<file path="config.mk">
export PLATFORM = sky130hd
export DESIGN_NAME = note_event_extractor
export DESIGN_NICKNAME = d
export VERILOG_FILES = /design/src/hdl/nee_pkg.sv /design/src/hdl/nee_ram.sv /design/src/hdl/nee_front.sv /design/src/hdl/nee_fifo.sv /design/src/hdl/nee_back.sv /design/src/hdl/note_event_extractor.sv
export SDC_FILE = /design/constraint.sdc
export NUM_CORES = 2
export LEC_CHECK = 0
export BUFFER_PORTS_ARGS = -buffer_cell sky130_fd_sc_hd__clkbuf_2
export CAP_MARGIN = 20
export CORE_ASPECT_RATIO = 0.9
export CORE_MARGIN = 5
export CORE_UTILIZATION = 50
export CTS_CLUSTER_SIZE = 14
export DETAILED_ROUTE_END_ITERATION = 16
export PLACE_DENSITY = 0.66
export RECOVER_POWER = 25
export SLEW_MARGIN = 20
export SYNTH_ARGS = -nofsm -noshare
export SYNTH_HDL_FRONTEND = slang
export SYNTH_SLANG_ARGS = --single-unit
</file>
<file path="constraint.sdc">
create_clock -name i_clk -period 4.8 [get_ports i_clk]
set_input_delay 0.72 -clock i_clk [delete_from_list [all_inputs] [get_ports i_clk]]
set_output_delay 0.72 -clock i_clk [all_outputs]
set_load 0.02 [all_outputs]
</file>
<file path="src/hdl/nee_pkg.sv">
package nee_pkg;

    localparam int PROB_W  = 16;
    localparam int LOW_W   = 7;
    localparam int PITCH_W = 8;
    localparam int OUT_W   = 20;
    localparam int CIDX_W  = 8;

    localparam int QDEPTH  = 4;
    localparam int QPTR_W  = 2;
    localparam int QCNT_W  = 3;

    localparam logic [OUT_W-1:0] INDEX_MAX = {OUT_W{1'b1}};

    localparam logic [CIDX_W-1:0] CFG_THRESHOLD = 8'd0;
    localparam logic [CIDX_W-1:0] CFG_LOWEST    = 8'd1;

    localparam logic [PROB_W-1:0] THRESHOLD_RST = 16'd32768;
    localparam logic [LOW_W-1:0]  LOWEST_RST    = 7'd21;

    typedef struct packed {
        logic [PROB_W-1:0] onset_prob;
        logic [PROB_W-1:0] frame_prob;
    } t_nee_cell;

    typedef struct packed {
        logic [PITCH_W-1:0] note_pitch;
        logic [OUT_W-1:0]   start_frame;
        logic [OUT_W-1:0]   duration_frames;
    } t_nee_note;

    typedef struct packed {
        logic [PITCH_W-1:0] note_pitch;
        logic [OUT_W-1:0]   start_frame;
        logic [OUT_W-1:0]   duration_frames;
        logic [OUT_W-1:0]   note_index;
    } t_nee_result;

    typedef struct packed {
        logic               push;
        t_nee_note          data;
    } t_nee_push;

endpackage

</file>
<file path="src/hdl/nee_ram.sv">
module nee_ram #(
    parameter int WIDTH = 20,
    parameter int DEPTH = 88
) (
    input  logic                                   i_clk,
    input  logic                                   i_we,
    input  logic [((DEPTH > 1) ? $clog2(DEPTH) : 1)-1:0] i_waddr,
    input  logic [WIDTH-1:0]                       i_wdata,
    input  logic [((DEPTH > 1) ? $clog2(DEPTH) : 1)-1:0] i_raddr,
    output logic [WIDTH-1:0]                       o_rdata
);

    logic [WIDTH-1:0] r_mem [DEPTH];
    logic [WIDTH-1:0] r_rdata;

    always_ff @(posedge i_clk) begin
        if (i_we) begin
            r_mem[i_waddr] <= i_wdata;
        end
        r_rdata <= r_mem[i_raddr];
    end

    assign o_rdata = r_rdata;

endmodule

</file>
<file path="src/hdl/nee_front.sv">
module nee_front #(
    parameter int PITCH_ROWS = 88,
    parameter int FRAME_BITS = 20
) (
    input  logic                              i_clk,
    input  logic                              i_rst_n,
    input  logic                              i_in_valid,
    output logic                              o_in_ready,
    input  nee_pkg::t_nee_cell                i_in_data,
    input  logic [nee_pkg::PROB_W-1:0]        i_threshold,
    input  logic [nee_pkg::LOW_W-1:0]         i_lowest_pitch,
    input  logic [nee_pkg::QCNT_W-1:0]        i_q_level,
    output nee_pkg::t_nee_push                o_push
);

    localparam int ROW_W   = (PITCH_ROWS > 1) ? $clog2(PITCH_ROWS) : 1;
    localparam int OUT_W   = nee_pkg::OUT_W;
    localparam int PITCH_W = nee_pkg::PITCH_W;
    localparam int QCNT_W  = nee_pkg::QCNT_W;
    localparam logic [ROW_W-1:0] LAST_ROW = ROW_W'(PITCH_ROWS - 1);

    logic [ROW_W-1:0]      r_row;
    logic [FRAME_BITS-1:0] r_frame;
    logic [PITCH_ROWS-1:0] r_in_note;
    logic [PITCH_ROWS-1:0] r_last_onset;
    logic                  r_s1_valid;
    logic [ROW_W-1:0]      r_s1_row;
    logic [FRAME_BITS-1:0] r_s1_frame;

    logic                  w_accept;
    logic                  w_on;
    logic                  w_fr;
    logic                  w_active;
    logic                  w_cur_in;
    logic                  w_cur_last;
    logic                  w_emit;
    logic                  w_write_start;
    logic [FRAME_BITS-1:0] w_start;
    logic [FRAME_BITS-1:0] w_dur;
    logic [FRAME_BITS+OUT_W-1:0] w_start_ext;
    logic [FRAME_BITS+OUT_W-1:0] w_dur_ext;
    logic [QCNT_W:0]       w_pending;

    assign w_pending  = {1'b0, i_q_level} + {{QCNT_W{1'b0}}, r_s1_valid};
    assign o_in_ready = (w_pending < (QCNT_W + 1)'(nee_pkg::QDEPTH));
    assign w_accept   = i_in_valid && o_in_ready;

    assign w_on          = i_in_data.onset_prob > i_threshold;
    assign w_fr          = i_in_data.frame_prob > i_threshold;
    assign w_active      = w_on && w_fr;
    assign w_cur_in      = r_in_note[r_row];
    assign w_cur_last    = r_last_onset[r_row];
    assign w_emit        = w_active ? (w_cur_in && !w_cur_last) : w_cur_in;
    assign w_write_start = w_active && (!w_cur_in || !w_cur_last);

    nee_ram #(
        .WIDTH (FRAME_BITS),
        .DEPTH (PITCH_ROWS)
    ) u_start_ram (
        .i_clk   (i_clk),
        .i_we    (w_accept && w_write_start),
        .i_waddr (r_row),
        .i_wdata (r_frame),
        .i_raddr (r_row),
        .o_rdata (w_start)
    );

    always_ff @(posedge i_clk) begin
        if (!i_rst_n) begin
            r_row        <= '0;
            r_frame      <= '0;
            r_in_note    <= '0;
            r_last_onset <= '0;
            r_s1_valid   <= 1'b0;
        end else begin
            r_s1_valid <= w_accept && w_emit;
            if (w_accept) begin
                r_in_note[r_row]    <= w_active;
                r_last_onset[r_row] <= w_on;
                if (r_row == LAST_ROW) begin
                    r_row   <= '0;
                    r_frame <= r_frame + 1'b1;
                end else begin
                    r_row <= r_row + 1'b1;
                end
            end
        end
    end

    always_ff @(posedge i_clk) begin
        if (w_accept) begin
            r_s1_row   <= r_row;
            r_s1_frame <= r_frame;
        end
    end

    // duration wraps with the frame counter
    assign w_dur       = r_s1_frame - w_start;
    assign w_start_ext = {{OUT_W{1'b0}}, w_start};
    assign w_dur_ext   = {{OUT_W{1'b0}}, w_dur};

    always_comb begin
        o_push.push                 = r_s1_valid;
        o_push.data.note_pitch      = PITCH_W'(r_s1_row) + PITCH_W'(i_lowest_pitch);
        o_push.data.start_frame     = w_start_ext[OUT_W-1:0];
        o_push.data.duration_frames = w_dur_ext[OUT_W-1:0];
    end

    a_s1_from_accept: assert property (@(posedge i_clk) disable iff (!i_rst_n)
        r_s1_valid |-> $past(w_accept))
        else $error("note issued without an accepted cell");

endmodule

</file>
<file path="src/hdl/nee_fifo.sv">
module nee_fifo (
    input  logic                       i_clk,
    input  logic                       i_rst_n,
    input  nee_pkg::t_nee_push         i_push,
    input  logic                       i_pop,
    output logic                       o_empty,
    output nee_pkg::t_nee_note         o_data,
    output logic [nee_pkg::QCNT_W-1:0] o_level
);

    localparam int QPTR_W = nee_pkg::QPTR_W;
    localparam int QCNT_W = nee_pkg::QCNT_W;

    nee_pkg::t_nee_note r_mem [nee_pkg::QDEPTH];
    logic [QPTR_W-1:0]  r_wptr;
    logic [QPTR_W-1:0]  r_rptr;
    logic [QCNT_W-1:0]  r_count;

    always_ff @(posedge i_clk) begin
        if (i_push.push) begin
            r_mem[r_wptr] <= i_push.data;
        end
    end

    always_ff @(posedge i_clk) begin
        if (!i_rst_n) begin
            r_wptr  <= '0;
            r_rptr  <= '0;
            r_count <= '0;
        end else begin
            if (i_push.push) begin
                r_wptr <= r_wptr + 1'b1;
            end
            if (i_pop) begin
                r_rptr <= r_rptr + 1'b1;
            end
            if (i_push.push && !i_pop) begin
                r_count <= r_count + 1'b1;
            end else if (i_pop && !i_push.push) begin
                r_count <= r_count - 1'b1;
            end
        end
    end

    assign o_empty = (r_count == '0);
    assign o_data  = r_mem[r_rptr];
    assign o_level = r_count;

    a_no_overflow: assert property (@(posedge i_clk) disable iff (!i_rst_n)
        i_push.push |-> (r_count != QCNT_W'(nee_pkg::QDEPTH)) || i_pop)
        else $error("queue overflow");

    a_no_underflow: assert property (@(posedge i_clk) disable iff (!i_rst_n)
        i_pop |-> !o_empty)
        else $error("queue underflow");

endmodule

</file>
<file path="src/hdl/nee_back.sv">
module nee_back (
    input  logic                 i_clk,
    input  logic                 i_rst_n,
    input  logic                 i_q_empty,
    input  nee_pkg::t_nee_note   i_q_data,
    output logic                 o_pop,
    output logic                 o_out_valid,
    input  logic                 i_out_ready,
    output nee_pkg::t_nee_result o_out_data
);

    localparam int OUT_W = nee_pkg::OUT_W;

    logic                 r_valid;
    logic [OUT_W-1:0]     r_count;
    nee_pkg::t_nee_result r_data;

    assign o_pop = !i_q_empty && (!r_valid || i_out_ready);

    always_ff @(posedge i_clk) begin
        if (!i_rst_n) begin
            r_valid <= 1'b0;
            r_count <= '0;
        end else begin
            if (o_pop) begin
                r_valid <= 1'b1;
                if (r_count != nee_pkg::INDEX_MAX) begin
                    r_count <= r_count + 1'b1;
                end
            end else if (i_out_ready) begin
                r_valid <= 1'b0;
            end
        end
    end

    always_ff @(posedge i_clk) begin
        if (o_pop) begin
            r_data.note_pitch      <= i_q_data.note_pitch;
            r_data.start_frame     <= i_q_data.start_frame;
            r_data.duration_frames <= i_q_data.duration_frames;
            r_data.note_index      <= r_count;
        end
    end

    assign o_out_valid = r_valid;
    assign o_out_data  = r_data;

    a_index_step: assert property (@(posedge i_clk) disable iff (!i_rst_n)
        $past(o_pop) && ($past(r_count) != nee_pkg::INDEX_MAX)
            |-> r_count == $past(r_count) + 1'b1)
        else $error("note index did not advance");

endmodule

</file>
<file path="src/hdl/note_event_extractor.sv">
// channel  direction  signals                                        payload
// in       input      i_in_valid / o_in_ready                        i_in_data (cell)
// out      output     o_out_valid / i_out_ready                      o_out_data (note)
// cfg      input      i_cfg_valid / o_cfg_ready                      i_cfg_index, i_cfg_data
//
// one cell per cycle while o_in_ready is high; a closed note reaches o_out_valid
// after its cell passes the start frame ram read, four-entry queue and output register
// synchronous active-low reset clears flags and counters and loads config defaults; no clearing pass
// in_ready drops only when the note queue plus the ram read stage hold four notes
// cfg_ready is always high
module note_event_extractor #(
    parameter int PITCH_ROWS = 88,
    parameter int FRAME_BITS = 20
) (
    input  logic                          i_clk,
    input  logic                          i_rst_n,
    input  logic                          i_in_valid,
    output logic                          o_in_ready,
    input  nee_pkg::t_nee_cell            i_in_data,
    output logic                          o_out_valid,
    input  logic                          i_out_ready,
    output nee_pkg::t_nee_result          o_out_data,
    input  logic                          i_cfg_valid,
    output logic                          o_cfg_ready,
    input  logic [nee_pkg::CIDX_W-1:0]    i_cfg_index,
    input  logic [nee_pkg::PROB_W-1:0]    i_cfg_data
);

    localparam int LOW_W = nee_pkg::LOW_W;

    logic [nee_pkg::PROB_W-1:0] r_threshold;
    logic [LOW_W-1:0]           r_lowest_pitch;

    nee_pkg::t_nee_push         w_push;
    nee_pkg::t_nee_note         w_q_data;
    logic [nee_pkg::QCNT_W-1:0] w_q_level;
    logic                       w_q_empty;
    logic                       w_pop;

    assign o_cfg_ready = 1'b1;

    always_ff @(posedge i_clk) begin
        if (!i_rst_n) begin
            r_threshold    <= nee_pkg::THRESHOLD_RST;
            r_lowest_pitch <= nee_pkg::LOWEST_RST;
        end else if (i_cfg_valid) begin
            unique case (i_cfg_index)
                nee_pkg::CFG_THRESHOLD: r_threshold    <= i_cfg_data;
                nee_pkg::CFG_LOWEST:    r_lowest_pitch <= i_cfg_data[LOW_W-1:0];
                default: ;
            endcase
        end
    end

    nee_front #(
        .PITCH_ROWS (PITCH_ROWS),
        .FRAME_BITS (FRAME_BITS)
    ) u_front (
        .i_clk          (i_clk),
        .i_rst_n        (i_rst_n),
        .i_in_valid     (i_in_valid),
        .o_in_ready     (o_in_ready),
        .i_in_data      (i_in_data),
        .i_threshold    (r_threshold),
        .i_lowest_pitch (r_lowest_pitch),
        .i_q_level      (w_q_level),
        .o_push         (w_push)
    );

    nee_fifo u_fifo (
        .i_clk   (i_clk),
        .i_rst_n (i_rst_n),
        .i_push  (w_push),
        .i_pop   (w_pop),
        .o_empty (w_q_empty),
        .o_data  (w_q_data),
        .o_level (w_q_level)
    );

    nee_back u_back (
        .i_clk       (i_clk),
        .i_rst_n     (i_rst_n),
        .i_q_empty   (w_q_empty),
        .i_q_data    (w_q_data),
        .o_pop       (w_pop),
        .o_out_valid (o_out_valid),
        .i_out_ready (i_out_ready),
        .o_out_data  (o_out_data)
    );

endmodule

</file>
# ---- Word level (Yosys, flattened, before mapping)
# Memory sizes are Yosys's and may differ from the RTL's. A register that Yosys moved wholly into a read port is not among the register bits.
# Index checks and enable logic that the tools add are counted.
dict set report word_totals {
  reg_bits 302
  ram_bits 1952
  in_bits 61
  out_inout_bits 71
  mem_count 2
}
dict set report classes {
  addsub 10
  n_lt_le_gt_ge 5
  eq_ne 3
  muxes 18
  n_reduce_logical 26
}
# memory words width read_ports rd_clocked_by_memory_dff write_ports line
set memory_table {}
lappend memory_table {u_front.u_start_ram.r_mem 88 20 1 1 1 nee_ram.sv:13} ;# logic [WIDTH-1:0] r_mem [DEPTH];
lappend memory_table {u_fifo.r_mem 4 48 1 1 1 nee_fifo.sv:14} ;# nee_pkg::t_nee_note r_mem [nee_pkg::QDEPTH];
# op n
set op_table {}
lappend op_table {{$bwmux W88} 2}
lappend op_table {{$add A20 B1 Y20 const B} 2}
lappend op_table {{$gt A16 B16 Y1} 2}
lappend op_table {{$ne A20 B20 Y1 const B} 1}
lappend op_table {{$sub A20 B20 Y20} 1}
lappend op_table {{$bmux W1 S7} 2}
lappend op_table {{$logic_and A1 B1 Y1} 10}
lappend op_table {{$mux W1} 10}
lappend op_table {{$add A7 B7 Y8} 1}
lappend op_table {{$eq A8 B1 Y1 const B} 1}
lappend op_table {{$logic_not A8 Y1} 1}
lappend op_table {{$lt A7 B8 Y1 const B} 1}
lappend op_table {{$reduce_and A2 Y1} 4}
lappend op_table {{$add A7 B1 Y7 const B} 1}
lappend op_table {{$demux W1 S7} 1}
lappend op_table {{$eq A7 B7 Y1 const B} 1}
lappend op_table {{$ge A7 B1 Y1 const B} 1}
lappend op_table {{$mux W7} 1}
lappend op_table {{$logic_not A1 Y1} 6}
lappend op_table {{$mux W3} 2}
lappend op_table {{$add A2 B1 Y2 const B} 2}
lappend op_table {{$add A3 B1 Y4} 1}
lappend op_table {{$lt A4 B3 Y1 const B} 1}
lappend op_table {{$reduce_bool A2 Y1} 2}
lappend op_table {{other kinds (4)} 5}

# ---- Depth between registers and ports, before layout
dict set report logic_depth {
  ltp_word 8
  ltp_mapped 13
  ltp_nobuf 11
}

# ---- Cells and area by module
# A second synthesis with hierarchy kept.
dict set report hier_totals {
  hier_cells 5566
  hier_area_um2 93387.1
}
# mod n_inst cells_each area_per_inst_um2 seq_area_each_um2
set modules_own_cells {}
lappend modules_own_cells {nee_ram 1 3374 68862.3 53251.1}
lappend modules_own_cells {nee_front 1 1591 13026.2 4894.7}
lappend modules_own_cells {nee_fifo 1 292 7355.8 5945.7}
lappend modules_own_cells {nee_back 1 204 3183.1 2462.4}
lappend modules_own_cells {note_event_extractor 1 105 959.7 460.4}

# ---- Worst setup path after synthesis
# OpenSTA, ideal clock, no wires.
dict set report synth_timing {
  path_type {input-to-reg}
  startpoint {input i_in_data[27] (netlist bit)}
  endpoint {memory u_front.u_start_ram.r_mem[236][0] (netlist: u_front.u_start_ram.r_mem[59][0]), enable pin}
  setup_ps 397
  t_arrival_ps 3456
  required_ps 4403
  setup_slack_ps 948
  cell_stages 10
  path_buffers 2
  cell_sequence {ha_1 > and3_1 > a221oi_1 > o21ai_0 > o31ai_1 > a21oi_1 > a32oi_2 > buf_2 > buf_6 > nor2_1}
}
dict set report synth_via {
  elab_chain_len 6
}
# item line
set synth_lines {}
lappend synth_lines {{from (decl)} note_event_extractor.sv:19} ;# input nee_pkg::t_nee_cell i_in_data,
lappend synth_lines {{$gt A16 B16 Y1} nee_front.sv:48} ;# assign w_on = i_in_data.onset_prob > i_threshold;
lappend synth_lines {{$logic_and A1 B1 Y1} nee_front.sv:50} ;# assign w_active = w_on && w_fr;
lappend synth_lines {{$logic_and A1 B1 Y1} nee_front.sv:54} ;# assign w_write_start = w_active && (!w_cur_in || !w_cur_last);
lappend synth_lines {{$logic_and A1 B1 Y1} nee_front.sv:61} ;# .i_we (w_accept && w_write_start),
lappend synth_lines {{$mux W1} nee_ram.sv:17} ;# if (i_we) begin
lappend synth_lines {{$mux W1 (implied by the code)} nee_ram.sv:18} ;# r_mem[i_waddr] <= i_wdata;
lappend synth_lines {{to (decl)} nee_ram.sv:13}
# No other way between the ends.

# ---- Worst setup path after layout
dict set report layout_timing {
  startpoint {register u_front.r_row[0]}
  endpoint {memory u_front.u_start_ram.r_mem[180][13] (netlist: u_front.u_start_ram.r_mem[45][13]), enable pin}
}
dict set report layout_via {
  elab_chain_len 8
}
# item line
set layout_lines {}
lappend layout_lines {{from (decl)} nee_front.sv:22} ;# logic [ROW_W-1:0] r_row;
lappend layout_lines {{from (signal assigned)} nee_front.sv:84} ;# r_row <= r_row + 1'b1;
lappend layout_lines {{$bmux W1 S7, on equally long branches} {nee_front.sv:51, nee_front.sv:52}}
lappend layout_lines {{$mux W1, on equally long branches} {nee_front.sv:51, nee_front.sv:52}}
lappend layout_lines {{$logic_not A1 Y1} nee_front.sv:54}
lappend layout_lines {{$logic_or A1 B1 Y1} nee_front.sv:54}
lappend layout_lines {{$logic_and A1 B1 Y1} nee_front.sv:54}
lappend layout_lines {{$logic_and A1 B1 Y1} nee_front.sv:61}
lappend layout_lines {{$mux W1} nee_ram.sv:17}
lappend layout_lines {{$mux W1 (implied by the code)} nee_ram.sv:18}
# Parallel ways exist; a longest one is shown, timed or not. The select of a mux whose other input is x is not followed.

==> key figures <==
Run status
  • Status: finished, violations left
  • Violated checks: capacitance limit, slew limit

Setup path
  • CP max stage delay: around 0.96 ns
  • Worst Path Max Fanout: between 40 and 50
  • Reg2Reg Depth: 10
  • Crit Reg-Reg Startpoint: u_front.r_row[0]
  • Cell type group with the largest total delay on the critical path: compound AO/OA/AOI/OAI gates
  • Sort of element at the start of the critical path: register
  • Signal arrival time at the worst endpoint: around 5.1 ns
  • Terminus of the critical flop-to-flop path: u_front.u_start_ram.r_mem[45][13]
  • CP dominant cell by count: sky130_fd_sc_hd__buf_4
  • Cell with the biggest individual delay on the critical path: sky130_fd_sc_hd__nor2_2
  • Crit path required time: between 5 and 6 ns
  • Ordered cell list for the critical path: buf_4 > inv_2 > buf_4 > o21ai_0 > a311oi_1 > o21a_1 > a211oi_1 > a32oi_4 > buf_12 > nor2_2
  • Number of buffers and inverters on the critical path: 4
  • Critical Path End Type: register
  • Category of the most critical setup path: register to register
  • R2r setup slk: between 0.15 and 0.2 ns

Placement
  • Final weighted congestion in routability-driven placement: a little under 1
  • Number of buffer cells added on primary ports: 130
  • HPWL after detailed placement: roughly 160000 um
  • Pre-CTS setup slack: approximately 0.04 ns

Worst hold path
  • Beginning of the worst hold path: i_cfg_data[14]
  • Instance count along the most critical hold path: 3
  • Worst Hold Path EP: r_threshold[14]
  • Classification of the worst-slack hold path: input port to register

CTS
  • Max Buffers Root-to-Sink: 3
  • CTS H-Tree Depth: 4
  • CTS Root Buffer Type: sky130_fd_sc_hd__clkbuf_16
  • Resized Gates After CTS: 0
  • Clock edge transition at the registers on the reported setup and hold paths: ~0.07 ns
  • Clock tree from TritonCTS: done
  • Number of setup buffers added after CTS: 0
  • Number of hold buffers added after cts: 0
  • Worst-Skew Late Latency: roughly 0.88 ns
  • CTS Sinks: 2322
  • Cts bufs inserted: ~220

Drt
  • Total via count after detailed routing: about 54000
  • Drt via density: roughly 6.5
  • Number of detailed-route iterations in the first pass: 6
  • Residual DRC count: 0
  • Wire length per cell: about 31 um
  • Antenna-violating nets left: 0
  • Total wire length: around 260000 um
  • Initial DRC count: between 8000 and 9000

Run
  • Max capacitance violation total: 24

Timing
  • Setup TNS Final: 0 ns
  • Post-Route Skew: between 0.05 and 0.06 ns
  • RSZ-0062 raised after global routing: false
  • Final WS setup: 0.174 ns
  • Share of the clock period used by the worst path: 0.964
  • Shortest clock period the worst path allows after layout: ~4.6 ns
  • Max-slew violation count: 1031
  • Max Clock Freq: about 0.22 GHz
  • Worst Tran Pin Value: approximately 2.7 ns
  • Setup violators final: 0
  • Fin. Hold Viols: 0
  • Slew HR: -0.768

Synth
  • YS warnings: 0
  • Primary FF master, synth: sky130_fd_sc_hd__edfxtp_1
  • Area fraction of the dominant cell type after synthesis: 0.692
  • Mean instance size in the synthesized netlist: between 15 and 20 um2
  • Cells after Synth: ~5500
  • Area of the mapped netlist: between 80000 and 90000 um2
  • Most area-hungry cell type in the Yosys netlist: sky130_fd_sc_hd__edfxtp_1
  • Number of enable-type register cells in the synthesized netlist: 2047
  • Number of synthesized register bits: 2322
  • Most frequently used cell type in the post-synthesis netlist: sky130_fd_sc_hd__edfxtp_1
  • Main area contributors after synthesis: sky130_fd_sc_hd__edfxtp_1 69%, sky130_fd_sc_hd__dfxtp_1 6.2%, sky130_fd_sc_hd__a22oi_1 4.8%, sky130_fd_sc_hd__mux4_2 2.2%, sky130_fd_sc_hd__a21oi_1 1.6%
  • Count of cell types in the netlist: 80
  • Share of the yosys chip area belonging to registers: 0.754
  • Post-synth net total: 5642
  • Share of flip-flops with an asynchronous set or reset: 0
  • Post-synth top cells: 2047 x sky130_fd_sc_hd__edfxtp_1, 573 x sky130_fd_sc_hd__a22oi_1, 276 x sky130_fd_sc_hd__a21oi_1

Layout
  • FILL cells: 13400
  • Ratio of cells with drive above 1 in the final layout: 0.159
  • Final-stage net count: approximately 5900
  • Syn-to-layout area delta: 13.2%

Floorplanning
  • Starting Density: 0.504
  • Die height: about 410 um
  • Floorplan die area: roughly 190000 um2
  • I/O pin cnt: 132
  • Standard-cell rows: approximately 150
  • Area of the core region: about 180000 um2
  • Floorplan die width: 454 um

Global route
  • Largest net degree at the start of global routing: 106
  • Via count of the first global-routing pass: 51200
  • Aggregate global routing overflow: 0
  • Global-route wire length before repair: 370000 um
  • Number of antenna violations at the first check in global routing: 13
  • All-layer global routing usage: 0.273

Power
  • Power per Cell Area: ~450 nW/um2
  • Worst VDD drop: about 0.33 mV
  • Total design power: approximately 45 mW
  • Standby leakage power: about 33 nW
[area by class of cell]
cell class	count	area (um2)	area share
antenna	3	7.51	0.0000747
clock buffer	302	5900	0.0587
clock inverter	104	925	0.00920
inverter	64	240	0.00239
multi-input combinational	2763	20500	0.204
sequential	2322	67000	0.666
tap	2368	2960	0.0295
timing repair buffer	384	2970	0.0296
[flip-flops by register name, indices dropped and copies added (netlist names), 2 cells and up]
name / cells
u_back.o_out_data: 68
u_front.u_start_ram.r_mem: 1760
u_fifo.r_mem: 192
u_fifo.o_level: 3
u_fifo.r_rptr: 2
u_front.r_row: 7
r_lowest_pitch: 7
u_front.r_s1_frame: 20
u_front.r_last_onset: 88
u_front.r_in_note: 88
u_front.r_frame: 20
u_front.r_s1_row: 7
u_back.r_count: 20
r_threshold: 16
u_front.u_start_ram.o_rdata: 20
u_fifo.r_wptr: 2
[cell usage in the layout, fill, tap and decap left out, types with 12 or more instances in the layout]
master                      instances
sky130_fd_sc_hd__a221oi_1         124
sky130_fd_sc_hd__nor2_1            65
sky130_fd_sc_hd__xnor2_1           51
sky130_fd_sc_hd__nor2b_1          135
sky130_fd_sc_hd__clkinv_1          37
sky130_fd_sc_hd__inv_1             60
sky130_fd_sc_hd__and3_1            25
sky130_fd_sc_hd__a21oi_1          275
sky130_fd_sc_hd__nand2_1          260
sky130_fd_sc_hd__a211oi_1          15
sky130_fd_sc_hd__nor2_2            63
sky130_fd_sc_hd__o21ai_0           73
sky130_fd_sc_hd__buf_12            34
sky130_fd_sc_hd__dfxtp_1          268
sky130_fd_sc_hd__clkinv_2          35
sky130_fd_sc_hd__xor2_1            14
sky130_fd_sc_hd__ha_1              66
sky130_fd_sc_hd__a22o_1           101
sky130_fd_sc_hd__a21boi_0          93
sky130_fd_sc_hd__mux2i_1           80
sky130_fd_sc_hd__nand3_1          128
sky130_fd_sc_hd__o211ai_1          22
sky130_fd_sc_hd__clkbuf_1          76
sky130_fd_sc_hd__mux2_2            47
sky130_fd_sc_hd__nand4_1          142
sky130_fd_sc_hd__and2_1            39
sky130_fd_sc_hd__a221o_1           28
sky130_fd_sc_hd__a21o_1            12
sky130_fd_sc_hd__clkbuf_16        220
sky130_fd_sc_hd__nor2_4            30
sky130_fd_sc_hd__clkbuf_2         140
sky130_fd_sc_hd__a31oi_1           50
sky130_fd_sc_hd__mux4_2            86
sky130_fd_sc_hd__a22oi_1          573
sky130_fd_sc_hd__buf_4            201
sky130_fd_sc_hd__edfxtp_1        2047
[worst max path at each step]
stage | start | to | slack, ns | depth (start not counted)
after floorplan | i_in_data[27] | u_front.u_start_ram.r_mem[59][0] | 0.95 | 10
after global placement | i_in_data[14] | u_front.u_start_ram.r_mem[40][17] | -0.09 | 11
after detailed placement | i_in_data[15] | u_front.u_start_ram.r_mem[22][11] | 0.04 | 11
after CTS | u_front.r_row[0] | u_front.u_start_ram.r_mem[22][19] | 0.24 | 9
after global routing | u_front.r_row[0] | u_front.u_start_ram.r_mem[45][13] | 0.13 | 10
final | u_front.r_row[0] | u_front.u_start_ram.r_mem[45][13] | 0.17 | 10
[layer usage]
layer	global-route usage	share of wire	up-vias
li1	-	-	22600
met1	0.393	0.39	27200
met2	0.405	0.45	3432
met3	0.0711	0.12	549
met4	0.0990	0.040	6
met5	0	0.00016	-
[worst reg2reg max path: stages, from the launching register on]
cell	delay, ns
sky130_fd_sc_hd__dfxtp_4	0.47
sky130_fd_sc_hd__buf_4	0.36
sky130_fd_sc_hd__inv_2	0.33
sky130_fd_sc_hd__buf_4	0.30
sky130_fd_sc_hd__o21ai_0	0.10
sky130_fd_sc_hd__a311oi_1	0.11
sky130_fd_sc_hd__o21a_1	0.29
sky130_fd_sc_hd__a211oi_1	0.78
sky130_fd_sc_hd__a32oi_4	0.15
sky130_fd_sc_hd__buf_12	0.27
sky130_fd_sc_hd__nor2_2	1.07
[cells by family (layout without fill, tap and decap cells)]
| group | after synthesis | after routing | synth area share |
|---|---|---|---|
| buffers and inverters | 427 | 854 | 0.0200 |
| XOR/XNOR | 65 | 65 | 0.00641 |
| AO/OA/AOI/OAI | 1454 | 1454 | 0.117 |
| AND/OR/NAND/NOR | 961 | 961 | 0.0549 |
| adder cells (fa/ha/maj) | 69 | 69 | 0.00998 |
| other | 1 | 4 | 0.0000422 |
| flip-flops | 2322 | 2322 | 0.754 |
| multiplexers | 213 | 213 | 0.0368 |
[power breakdown]
group / switching [mW] / internal, mW / leakage, nW / total (mW)
registers: 0.360 / 22.6 / 22.6 / 23.0
logic: 3.80 / 1.74 / 7.32 / 5.54
clock network: 7.52 / 9.12 / 3.33 / 16.6
[metrics by stage]
stage / hold WS [ns] / instance area [um2] / instances / utilization
2_1_floorplan: 0.403 / 88800 / 5512 / -
5_1_grt: 0.115 / 101000 / 8307 / 0.570
6_report: 0.120 / 101000 / 8310 / 0.570
3_5_place_dp: 0.430 / 93700 / 7900 / 0.531
3_3_place_gp: 0.422 / 93600 / 7896 / 0.531
4_1_cts: 0.0623 / 101000 / 8306 / 0.570
(Power assumes the default switching activity.)
